$ cat src/hdl/bbe_ram.sv
// ----------------------------------------------------------------------------
// bbe_ram
// Single-port synchronous RAM, registered read.
// ----------------------------------------------------------------------------
module bbe_ram #(
    parameter int WIDTH = 32,
    parameter int DEPTH = 64
) (
    input  logic                     aclk,
    input  logic                     we,
    input  logic [$clog2(DEPTH)-1:0] addr,
    input  logic [WIDTH-1:0]         wdata,
    output logic [WIDTH-1:0]         rdata
);
    logic [WIDTH-1:0] mem [DEPTH];

    always_ff @(posedge aclk) begin
        if (we) begin
            mem[addr] <= wdata;
        end
        rdata <= mem[addr];
    end
endmodule

$ cat config.mk
export PLATFORM = sky130hd
export DESIGN_NAME = bbe_ram
export DESIGN_NICKNAME = d
export VERILOG_FILES = /design/src/hdl/bbe_ram.sv
export SDC_FILE = /design/constraint.sdc
export NUM_CORES = 2
export LEC_CHECK = 0
export ABC_AREA = 0
export BUFFER_PORTS_ARGS = -buffer_cell sky130_fd_sc_hd__buf_2
export CAP_MARGIN = 20
export CORE_MARGIN = 4
export CORE_UTILIZATION = 45
export CTS_CLUSTER_SIZE = 30
export DETAILED_ROUTE_END_ITERATION = 10
export PLACE_DENSITY = 0.67
export SYNTH_ARGS = -nofsm -noshare
export SYNTH_HDL_FRONTEND = slang
export SYNTH_SLANG_ARGS = --single-unit
$ cat constraint.sdc
create_clock -name aclk -period 3.8 [get_ports aclk]
set_input_delay 0.76 -clock aclk [delete_from_list [all_inputs] [get_ports aclk]]
set_output_delay 0.76 -clock aclk [all_outputs]
set_load 0.05 [all_outputs]
# Yosys cells after proc, flatten, opt, wreduce, memory -nomap -nowiden
# Memory sizes are Yosys's and may differ from the RTL's. A register that Yosys moved wholly into a read port is not among the register bits.
# Index checks and enable logic that the tools add are counted.
# word_totals
ram_bits	2048
output_inout_bits	32
in_bits	40
n_memories	1
reg_bits	0
# mem_list
memory	depth	word_bits	rd	rd_ports_with_merged_regs	wr	line	text
mem	64	32	1	1	1	15	logic [WIDTH-1:0] mem [DEPTH];
# classes
mux	2
# ops
op	count
$mux 1	2

# Longest topological paths before layout
# depth
ltp_word	2
mapped_depth	13

# Worst setup path before layout
# OpenSTA, ideal clock, no wires.
# synth_path
path_type	input -> register
startpoint	in addr[2]
endpoint	mem mem[15][0], enable pin
setup_ns	0.421
stages	8
arrival_time_ns	3.578
n_path_buf	6
required_ns	3.379
slack_ns	-0.199
path_cell_list	buf_2 buf_2 buf_2 buf_2 buf_2 buf_2 nand3_1 nor2_1
# synth_lines
element	line	text
start, declared	11	input logic [$clog2(DEPTH)-1:0] addr,
end, declared	15	
# No word-level cell before the write port.

==> flow_summary.yaml <==
route:
  wire_per_inst_um: 30.5
  drt-total-wl_um: 214000
  antenna_left: 0
  vias_per_cell: 6.24
  vias: 43878
  drc_errors: 0
  drt-initial-drc-count: 5612
  dr.pass1.iters: 8
clock_network:
  cts_made_buffers: 196
  clock_sinks: 2080
  cts-resized-gates: 0
  cts_hold_buf: 0
  h-tree-depth: 4
  clk_path_buf_depth: 3
  cts_setup_buffers: 0
  clk_pin_slew_ps: 60
  cts-root-buf: "clkbuf_16"
  cts_tree: "yes"
  clk_latency_ps: 840
logic_synthesis:
  synth_compound_area_frac: 0.0866
  synth_edf_count: 2048
  syn_nets: 4279
  synth_top_family_by_area: "compound AO/OA/AOI/OAI gates"
  synthTopCellsByArea: "edfxtp_1 (78%), mux2i_1 (3.3%), mux4_2 (2.7%), mux2_2 (2.1%), a221oi_1 (1.9%)"
  synth_top_area_cell: "edfxtp_1"
  synthFlopType: "edfxtp_1"
  synthDistinctLibCells: 56
  synth-xor-area-share: 0
  ys_async_sr_fraction: 0
  yosys.area.top_type_share: 0.779
  ys.warnings.count: 0
  seq_area_frac_synth: 0.787
  avgSynthCellArea_um2: 18.6
  synth_fa_ha_area_frac: 0
  netlist_area_um2: 78900
  ys_ff_latch: 2080
  muxShareOfSynthArea: 0.0812
  synthSimpleGateAreaFrac: 0.0281
  syn_inst: 4239
power_and_ir_drop:
  powerDensity_nw_per_um2: 515
  p_leak_nw: 29.4
  power_switching_mw: 10.2
  pwr-share-seq: 0.544
  vdd_drop_max_mv: 0.493
  pwr-share-clk: 0.397
  intPower_mw: 36.7
  pwr-share-comb: 0.059
  switching_share: 0.218
global_routing:
  grt_pass1_wl_um: 308000
  grtUsageTotal: 0.233
  antenna_found_initial: 5
  grt_overflow: 0
  first_global_vias: 42874
  top_usage_layer: "met2"
  grt_use_met1: 0.324
  grt.met2_usage: 0.375
  grtUsageMet3: 0.0396
  grt_max_degree: 89
cells_and_area:
  nets: 4585
  syn_to_final_growth_pct: 15.2
  mostFrequentLayoutCell: "edfxtp_1"
  nFillCells: 13624
  post-route-util: 0.522
  layout_common_cells: "edfxtp_1 (2048), buf_4 (262), mux2i_1 (259)"
  drive_gt1_frac: 0.211
timing:
  min_period_ps: 3000
  tightest_slew_ps: 1160
  clock_skew_ps: 34.8
  slew_headroom: 0.226
  grt_setup_unrepaired: "no"
  drv_slew: 0
  tns_ps: 0
  max_freq_mhz: 333
  finalHoldViolations: 0
  setup_viol: 0
  fin_crit_sh: 0.791
placed_design:
  globalplace.congestion: 0.870
  port_buffers: 71
  dp_hpwl_um: 130000
worst_setup_path:
  required_ps: 4500
  endpoint_kind: "register"
  critPathLaunchType: "input port"
  critPathMaxFanout: 37
  cp.arrival_ps: 3700
  path_class: "input port to register"
run:
  cap_viol_max_count: 0
floorplan:
  num_rows: 153
  die_w_um: 427
  fp.coreArea_um2: 174000
  fp.dieArea_um2: 182000
  num_io_pins: 72
  start_util: 0.453
  fp.dieH_um: 427
status:
  status: "completed"
hold_path:
  min_path_type: "input port to register"
registers in the layout, indices dropped and copies added, names as in the netlist:
| register | flops |
|---|---|
| mem | 2048 |
| rdata | 32 |
path summary, 6_finish.rpt:
| kind | cells past startpoint | endpoint | startpoint | slack, ps |
|---|---|---|---|---|
| min reg2reg | 4 | rdata[8] | mem[58][8] | 650 |
| max reg2reg | 5 | rdata[29] | mem[23][29] | 1340 |
| min | 1 | mem[29][30] | wdata[30] | 250 |
| max | 10 | rdata[28] | addr[0] | 800 |
worst max-delay path, stage by stage:
cell	delay (ps)
buf_8	380
buf_4	360
nor2b_4	90
buf_12	190
a221o_1	360
o21ai_0	90
nand3_1	220
a2111oi_1	900
buf_4	230
nand3_1	60
synth_stat cells, drive strengths merged (3+ instances only):
cell type / number
a2111oi: 15
a211oi: 17
a21oi: 121
a221o: 15
a221oi: 175
a222oi: 16
a22o: 66
a22oi: 188
a31oi: 43
and2: 5
and3: 85
buf: 129
clkbuf: 169
dfxtp: 32
edfxtp: 2048
mux2: 147
mux2i: 259
mux4: 96
nand2: 28
nand2b: 18
nand3: 54
nand4: 3
nor2: 145
nor2b: 8
nor3: 22
nor4: 14
o21ai: 85
o221ai: 6
o22a: 70
o22ai: 93
o2bb2ai: 15
or3: 4
or4: 15
or4b: 14
through the flow:
stage          setup WS (ps)  hold WS [ps]  area, um^2  total power [mW]  std cells
6_report                 795           253       91000              46.9       7028
5_1_grt                  744           226       91000              48.2       7027
4_1_cts                  790           273       90900              47.1       7023
3_5_place_dp           -73.5           643       84900              28.7       6668
3_3_place_gp           -38.4           646       84800              28.7       6667
2_1_floorplan           -199           564       78900              27.3       4239
metal layers:
metal  part of all wire  vias to the layer above
met5                  0                        -
met4              0.035                        0
met3              0.090                      396
met2               0.48                     2437
met1               0.39                    22786
li1                   -                    18259
area by class of cell:
| class | count | area [um^2] | area share |
|---|---|---|---|
| sequential | 2080 | 62100 | 0.683 |
| multi-input combinational | 1859 | 16100 | 0.177 |
| clock buffer | 270 | 5330 | 0.0585 |
| timing repair buffer | 406 | 3810 | 0.0419 |
| tap | 2325 | 2910 | 0.0320 |
| clock inverter | 85 | 693 | 0.00762 |
| inverter | 2 | 15.0 | 0.000165 |
| antenna | 1 | 2.50 | 0.0000275 |
cells by family (layout without fill, tap and decap cells):
| kind of cell | after synthesis | count (layout) |
|---|---|---|
| flops | 2080 | 2080 |
| compound gates | 933 | 933 |
| mux | 502 | 502 |
| simple gates | 424 | 424 |
| buf+inv | 300 | 763 |
| other cells | 0 | 1 |
power by group through the flow:
stage,logic [mW],registers (mW),clock network [mW]
6_report,2.74,25.5,18.6
5_1_grt,2.89,25.5,19.8
4_1_cts,2.74,25.5,18.8
3_5_place_dp,2.73,26.0,0
3_3_place_gp,2.68,26.0,0
2_1_floorplan,1.21,26.1,0
Power figures use the tool's default switching activity.
