### src/hdl/bbe_pkg.sv
// ----------------------------------------------------------------------------
// bbe_pkg
// Types and codes shared by the B-spline basis evaluator.
// ----------------------------------------------------------------------------
package bbe_pkg;

    localparam int unsigned KNOT_W  = 32;
    localparam int unsigned Q30_W   = 31;
    localparam logic [Q30_W-1:0] ONE_Q30 = 31'h4000_0000;

    // knot format Q15.16; ratios are scale-free, so the datapath never uses it
    localparam int unsigned FRAC_BITS = 16;

    typedef enum logic [1:0] {
        ST_OK        = 2'd0,
        ST_NOT_SET   = 2'd1,
        ST_RANGE     = 2'd2,
        ST_ORDER     = 2'd3
    } status_t;

    typedef struct packed {
        logic               mode;
        logic [5:0]         knot_index;
        logic signed [31:0] knot_value;
        logic signed [31:0] xi;
        logic [1:0]         degree;
    } in_item_t;

    typedef struct packed {
        logic [30:0] basis_value;
        logic [1:0]  status;
    } out_item_t;

    typedef enum logic [3:0] {
        S_IDLE,
        S_WR_RD,
        S_WR_CHK,
        S_LD_RD,
        S_LD_CAP,
        S_SEED,
        S_TERM,
        S_DIV,
        S_MUL,
        S_ACC,
        S_OUT
    } fsm_t;

endpackage

### src/hdl/bbe_div.sv
// ----------------------------------------------------------------------------
// bbe_div
// Q1.30 ratio num/den, clamped to [0, 1]; restoring, one bit per cycle.
// ----------------------------------------------------------------------------
module bbe_div (
    input  logic               aclk,
    input  logic               aresetn,
    input  logic               start,
    input  logic signed [33:0] num,
    input  logic signed [33:0] den,
    output logic               done,
    output logic [30:0]        quot
);
    import bbe_pkg::*;

    logic        busy_reg, busy_next;
    logic [4:0]  cnt_reg, cnt_next;
    logic [33:0] rem_reg, rem_next;
    logic [33:0] den_reg, den_next;
    logic [30:0] q_reg, q_next;
    logic        done_reg, done_next;
    logic [34:0] shl;

    assign shl = {rem_reg, 1'b0};

    always_comb begin
        busy_next = busy_reg;
        cnt_next  = cnt_reg;
        rem_next  = rem_reg;
        den_next  = den_reg;
        q_next    = q_reg;
        done_next = 1'b0;
        if (start) begin
            den_next = den;
            rem_next = num;
            cnt_next = '0;
            if (den <= 0 || num <= 0) begin
                q_next = '0;
                done_next = 1'b1;
            end else if (num >= den) begin
                q_next = ONE_Q30;
                done_next = 1'b1;
            end else begin
                q_next = '0;
                busy_next = 1'b1;
            end
        end else if (busy_reg) begin
            // 30 fraction bits; remainder < den so fits in 34 bits
            if (shl >= {1'b0, den_reg}) begin
                rem_next = 34'(shl - {1'b0, den_reg});
                q_next   = {q_reg[29:0], 1'b1};
            end else begin
                rem_next = shl[33:0];
                q_next   = {q_reg[29:0], 1'b0};
            end
            cnt_next = cnt_reg + 5'd1;
            if (cnt_reg == 5'd29) begin
                busy_next = 1'b0;
                done_next = 1'b1;
            end
        end
    end

    always_ff @(posedge aclk) begin
        if (!aresetn) begin
            busy_reg <= 1'b0;
            done_reg <= 1'b0;
            cnt_reg  <= '0;
        end else begin
            busy_reg <= busy_next;
            done_reg <= done_next;
            cnt_reg  <= cnt_next;
        end
        rem_reg <= rem_next;
        den_reg <= den_next;
        q_reg   <= q_next;
    end

    assign done = done_reg;
    assign quot = q_reg;
endmodule

### config.mk
export PLATFORM = sky130hd
export DESIGN_NAME = bbe_div
export DESIGN_NICKNAME = d
export VERILOG_FILES = /design/src/hdl/bbe_pkg.sv /design/src/hdl/bbe_div.sv
export SDC_FILE = /design/constraint.sdc
export NUM_CORES = 1
export LEC_CHECK = 0
export ABC_AREA = 1
export BUFFER_PORTS_ARGS = -buffer_cell sky130_fd_sc_hd__buf_4
export CAP_MARGIN = 20
export CORE_AREA = 2 2 121 123
export CTS_BUF_LIST = sky130_fd_sc_hd__clkbuf_4
export DETAILED_ROUTE_END_ITERATION = 12
export DIE_AREA = 0 0 123 125
export PLACE_DENSITY = 0.8
export SETUP_SLACK_MARGIN = 0.05
export SLEW_MARGIN = 15
export SYNTH_ARGS = -nofsm -noshare
export SYNTH_HDL_FRONTEND = slang
export SYNTH_SLANG_ARGS = --single-unit
export TNS_END_PERCENT = 50
### constraint.sdc
create_clock -name aclk -period 5.47 [get_ports aclk]
set_input_delay 0.8205 -clock aclk [delete_from_list [all_inputs] [get_ports aclk]]
set_output_delay 0.8205 -clock aclk [all_outputs]
set_load 0.05 [all_outputs]
## Word level (Yosys, flattened, before mapping)

Cells that the tools add are included.

- Word-level logic and storage cells: 38
- Register bits after elaboration: 106
- Output and inout port bits: 32
- Input port bits: 71

- Order comparisons: 4
- Reduce and logical (&&, ||, !) cells: 4
- Bitwise logic cells: 1
- Equal/unequal tests: 3
- Multiplexer cells: 18
- Add/sub/neg operators: 2

Operators by type and width:

| kind | number |
|---|---|
| 31-bit two-way mux | 4 |
| 34-bit two-way mux | 3 |
| 34-bit by 1-bit <= comparator with 1-bit output (second input constant) | 2 |
| 35-bit by 34-bit greater-or-equal comparator with 1-bit output | 1 |
| 34-bit greater-or-equal comparator | 1 |
| 34-bit subtractor | 1 |
| 1-bit two-way mux | 11 |
| 5-bit by 1-bit adder with 5-bit output (second input constant) | 1 |
| 5-bit equality test (second input constant) | 1 |
| 2-bit inequality test (second input constant) | 2 |
| 2-bit AND reduction | 1 |
| 2-bit nonzero test | 1 |
| 2-bit OR reduction | 1 |
| 1-bit logical OR | 1 |
| 1-bit NOT | 1 |

## Logic depth before layout (Yosys ltp)

- Depth after elaboration: 4
- Depth in mapped cells: 16
- Gate-level depth less buffers: 16

## Least setup slack after synthesis

No wires, ideal clock.

- Kind: input -> register
- Start point: input start
- End point: register busy_reg
- Slack: 2.519 ns
- Data required time: 5.393 ns
- Buffers on the path: 1
- Data arrival time: 2.875 ns
- Setup time: 0.077 ns
- Stages: 5
- Cell sequence: clkbuf_1 > inv_2 > nand2_1 > o211ai_1 > a21oi_1

- Cells in the longest elaborated chain, start to end: 2
- Elaborated cells between the ends (all ways): 4
- Those cells by class: eq/ne (2); mux (1); reduce/logical (1)

RTL lines:

| what | RTL line | source |
|---|---|---|
| start: declaration | bbe_div.sv:8 | `input logic start,` |
| 2-bit inequality test (no source line) | -- |  |
| 2-bit AND reduction (no source line) | -- |  |
| end signal: assignment | bbe_div.sv:70 | `busy_reg <= busy_next;` |
| end: declaration | bbe_div.sv:16 | `logic busy_reg, busy_next;` |

Parallel ways exist; a longest one is shown, timed or not.
A chain may end at the register's enable or synchronous reset.

## Final worst setup path

- Start point: register rem_reg[27]
- End point: register rem_reg[31], data pin

- Cells in the longest elaborated chain, start to end: 4
- Elaborated cells between the ends (all ways): 5
- Those cells by class: add/sub (1); order compare (1); mux (3)

RTL lines:

| what | RTL line | source |
|---|---|---|
| start: declaration | bbe_div.sv:18 | `logic [33:0] rem_reg, rem_next;` |
| start signal: assignment | bbe_div.sv:74 | `rem_reg <= rem_next;` |
| 34-bit subtractor / 35-bit by 34-bit greater-or-equal comparator with 1-bit output (equally long branches) | bbe_div.sv:50, bbe_div.sv:49 |  |
| 34-bit two-way mux (*) | bbe_div.sv:49 | `if (shl >= {1'b0, den_reg}) begin` |
| 34-bit two-way mux (*) | bbe_div.sv:47 | `end else if (busy_reg) begin` |
| 34-bit two-way mux (*) | bbe_div.sv:33 | `if (start) begin` |
| net rem_next[31] | bbe_div.sv:18 |  |

The timed path passes the listed nets; every way through them passes the cells marked *. The select of a mux whose other input is x is not followed.

==> out/qor.txt <==
Outcome - finished, final reports clean
Max-cap violations - 0
# port buffers - 102
VDD IR max - 0.0001734 V
Via count - 7303
Layout Cells excl Fill - 1388
Critical Path Source Type - register
R2R depth - 13
Final period utilization - 52.32%
Antenna Nets Post-Route - 0
Share of layout cells above drive strength 1 - 14.96%
Post-CTS Setup Bufs - 0
Drt pass-1 iters - 5
Clock H-tree levels - 3
CTS clk-pin slew, worst paths - 0.18 ns
Yosys warning count - 0
Post-synth top area cell - edfxtp_1
Pin count of the biggest net entering global routing - 93
Total leakage power - 4.738 nW
FF-to-FF setup slack - 2.61 ns
Crit path capture type - register
Initial antenna violation count - 1
Number of DRC markers in iteration 0 - 655
Via density - 5.262
I/O pins - 103
First-pass GRT wire length - 35060 microns
Top cells by area, synth - edfxtp_1, nand2_1, ha_1
Sequential area share after synthesis - 37.88%
Number of global-route vias before repair - 7125
Drt wl/cell - 15.16 microns
Syn Nets - 1244
Cell Pwr Density - 286.6 nW/um^2
Clock share of power - 14.8%
Placed insts - 1371
Part of the power in registers - 39.3%
HPWL after detailed placement - 16930 microns
Sw Pwr - 0.001121 W
Final core occ - 65.12%
Worst slew margin - 33.88%
Post-synth ARST share - 0%
Post-synth cell types - 43
Final hold slack - 0.5301 ns
Max-slew violations - 0
CTS buffer count - 9
Full die area - 15380 sq um
Switch share - 42.28%
Combinational group share of total power - 45.8%
CP Max Fanout - 34
Area grow syn2layout - 12.55%
Gr ovfl total - 0
Setup CP Type - register to register
Internal Power - 0.001530 W
Mux cell area share after synthesis - 0%
Arrival time worst endpoint - 3.11 ns
Root Buffer - clkbuf_4
Final worst clock skew - 0.01719 ns
CTS sink cnt - 106
Hold path start - den[28]
Largest family of logic cells by synthesized area - simple AND/OR/NAND/NOR gates
TritonCTS clock tree - done
Critical Path RT - 5.72 ns
Overall Global Routing Usage - 29.12%
Synth Area in Simple Gates - 31.56%
Syn Area/Cell - 7.457 sq um
Setup TNS Final - 0 ns
Total wire length - 21040 microns
RSZ-0062 raised after global routing - false
GPL Wtd Cong - 0.9313
Fmax - 349.4 MHz
Cts hold-fix bufs - 0
Compound-gate portion of the synthesized area - 6.425%
Tmin final - 2.862 ns
Number of synthesized flops with an enable pin - 99
Worst R2R End - rem_reg[31]$_DFFE_PP_
Cts repair resizes - 0
Post-layout power - 0.002651 W
FP Rows - 44
Cells on Worst Hold Path - 1
Mapped cell area - 8218 sq um
Core ar. - 14200 sq um
Yosys top cell area share - 36.18%
Synthesis-stage register bit count - 106
Setup violators final - 0
Post-Synth XOR/XNOR Area - 1.918%
Chip height - 125 microns
Post-synthesis cell count - 1102
Reg2Reg Launch Point - rem_reg[27]$_DFFE_PP_
HP Class - input pin to register
Nets@finish - 1340
Clock Latency Late Sink - 0.46 ns
Die X - 123 microns
Synth Flop Type - edfxtp_1
Worst-margin pin slew - 0.9919 ns
Bufs on Longest Clock Path - 2
WHS Endpoint - den_reg[28]$_DFFE_PP_
Starting density of the core - 57.86%
Adder-Cell Fraction of Synth Area - 10.90%
DRC - 0
Final hold violations - 0
## critical path: stages, from the launching register on
cell	delay, ns
edfxtp_1	0.43
ha_1	0.39
a21oi_1	0.22
nor2_1	0.06
nor2_1	0.12
nor2_1	0.05
nor2_1	0.07
o21ai_1	0.08
inv_2	0.41
nand2_8	0.30
nand2_4	0.26
nand2_1	0.08
nand2_1	0.08
nand2_1	0.05
## power groups by stage
stage	Clock, W	Sequential (W)	Combinational [W]
finish	0.000393	0.00104	0.00122
global route	0.000433	0.00105	0.00135
CTS	0.000402	0.00104	0.00120
detailed placement	0	0.00106	0.00119
global placement	0	0.00106	0.00117
floorplan	0	0.00111	0.000835
## synthesized netlist by cell type, types with 11 or more instances
master    number
a21oi_1       48
inv_1        206
o21ai_0       25
nand3_1       62
nor2_1       114
edfxtp_1      99
nand3_2       18
ha_1          70
nand2_2       12
nand2_1      312
xnor2_1       17
nand4_1       13
nor3_1        11
nand3b_1      16
## cell families (layout without fill, tap and decap cells)
| logic type | count (synthesis) | after routing |
|---|---|---|
| DFF | 106 | 106 |
| AOI/OAI and AO/OA | 96 | 96 |
| buffers and inverters | 234 | 335 |
| and+or+nand+nor | 577 | 577 |
| adders and majority gates | 71 | 71 |
| other | 0 | 1 |
| xor gates and xnor gates | 18 | 18 |
## worst max-delay path by stage
stage | start | endpoint | slack (ns) | cells after the start
final | rem_reg[27]$_DFFE_PP_ | rem_reg[31]$_DFFE_PP_ | 2.61 | 13
after global routing | rem_reg[27]$_DFFE_PP_ | rem_reg[31]$_DFFE_PP_ | 2.35 | 13
after CTS | rem_reg[27]$_DFFE_PP_ | rem_reg[32]$_DFFE_PP_ | 2.64 | 13
after detailed placement | start | rem_reg[29]$_DFFE_PP_ | 2.39 | 4
after global placement | start | rem_reg[29]$_DFFE_PP_ | 2.40 | 4
after floorplan | start | busy_reg$_SDFFE_PN0P_ | 2.52 | 5
## layout make-up
cell class                      count  area [sq um]
Multi-Input combinational cell    762          4178
Tap cell                          184         230.2
Inverter                          215         807.0
Sequential cell                   106          3113
Antenna cell                        1         2.502
Clock inverter                      7         70.07
Clock buffer                        9         67.56
Timing Repair Buffer              104         780.7
Fill cell                        1270          4955
## per-layer routing
layer / part of all wire (%) / wire [microns] / global-route usage (%)
met2: 43 / 9135 / 43.91
met1: 45 / 9556 / 41.86
met5: 0 / 0 / 0
met4: 4.1 / 854 / 11.16
met3: 7.1 / 1493 / 5.064
## cell usage in the layout, fill, tap and decap left out, types with 2 or more instances in the layout
cell / n
nand2_1: 311
inv_1: 206
nor2_1: 114
buf_4: 104
edfxtp_1: 99
ha_1: 70
nand3_1: 62
a21oi_1: 48
o21ai_0: 25
nand3_2: 18
xnor2_1: 17
nand3b_1: 16
nand2_2: 13
nand4_1: 13
nor3_1: 11
clkbuf_4: 9
nor2_2: 8
inv_2: 8
dfxtp_1: 7
o21ai_1: 6
a21oi_2: 4
nand2_4: 4
inv_8: 4
o21bai_1: 3
nand2_8: 2
a21boi_0: 2
o21ai_2: 2
a21o_1: 2
clkinv_4: 2
## stage by stage
stage               setup slack [ns]  cell area, sq um
global placement               2.396              9109
CTS                            2.644              9246
global route                   2.348              9249
floorplan                      2.519              8218
detailed placement             2.392              9109
finish                         2.608              9249
Note: power is estimated with default switching activity, not from simulation.
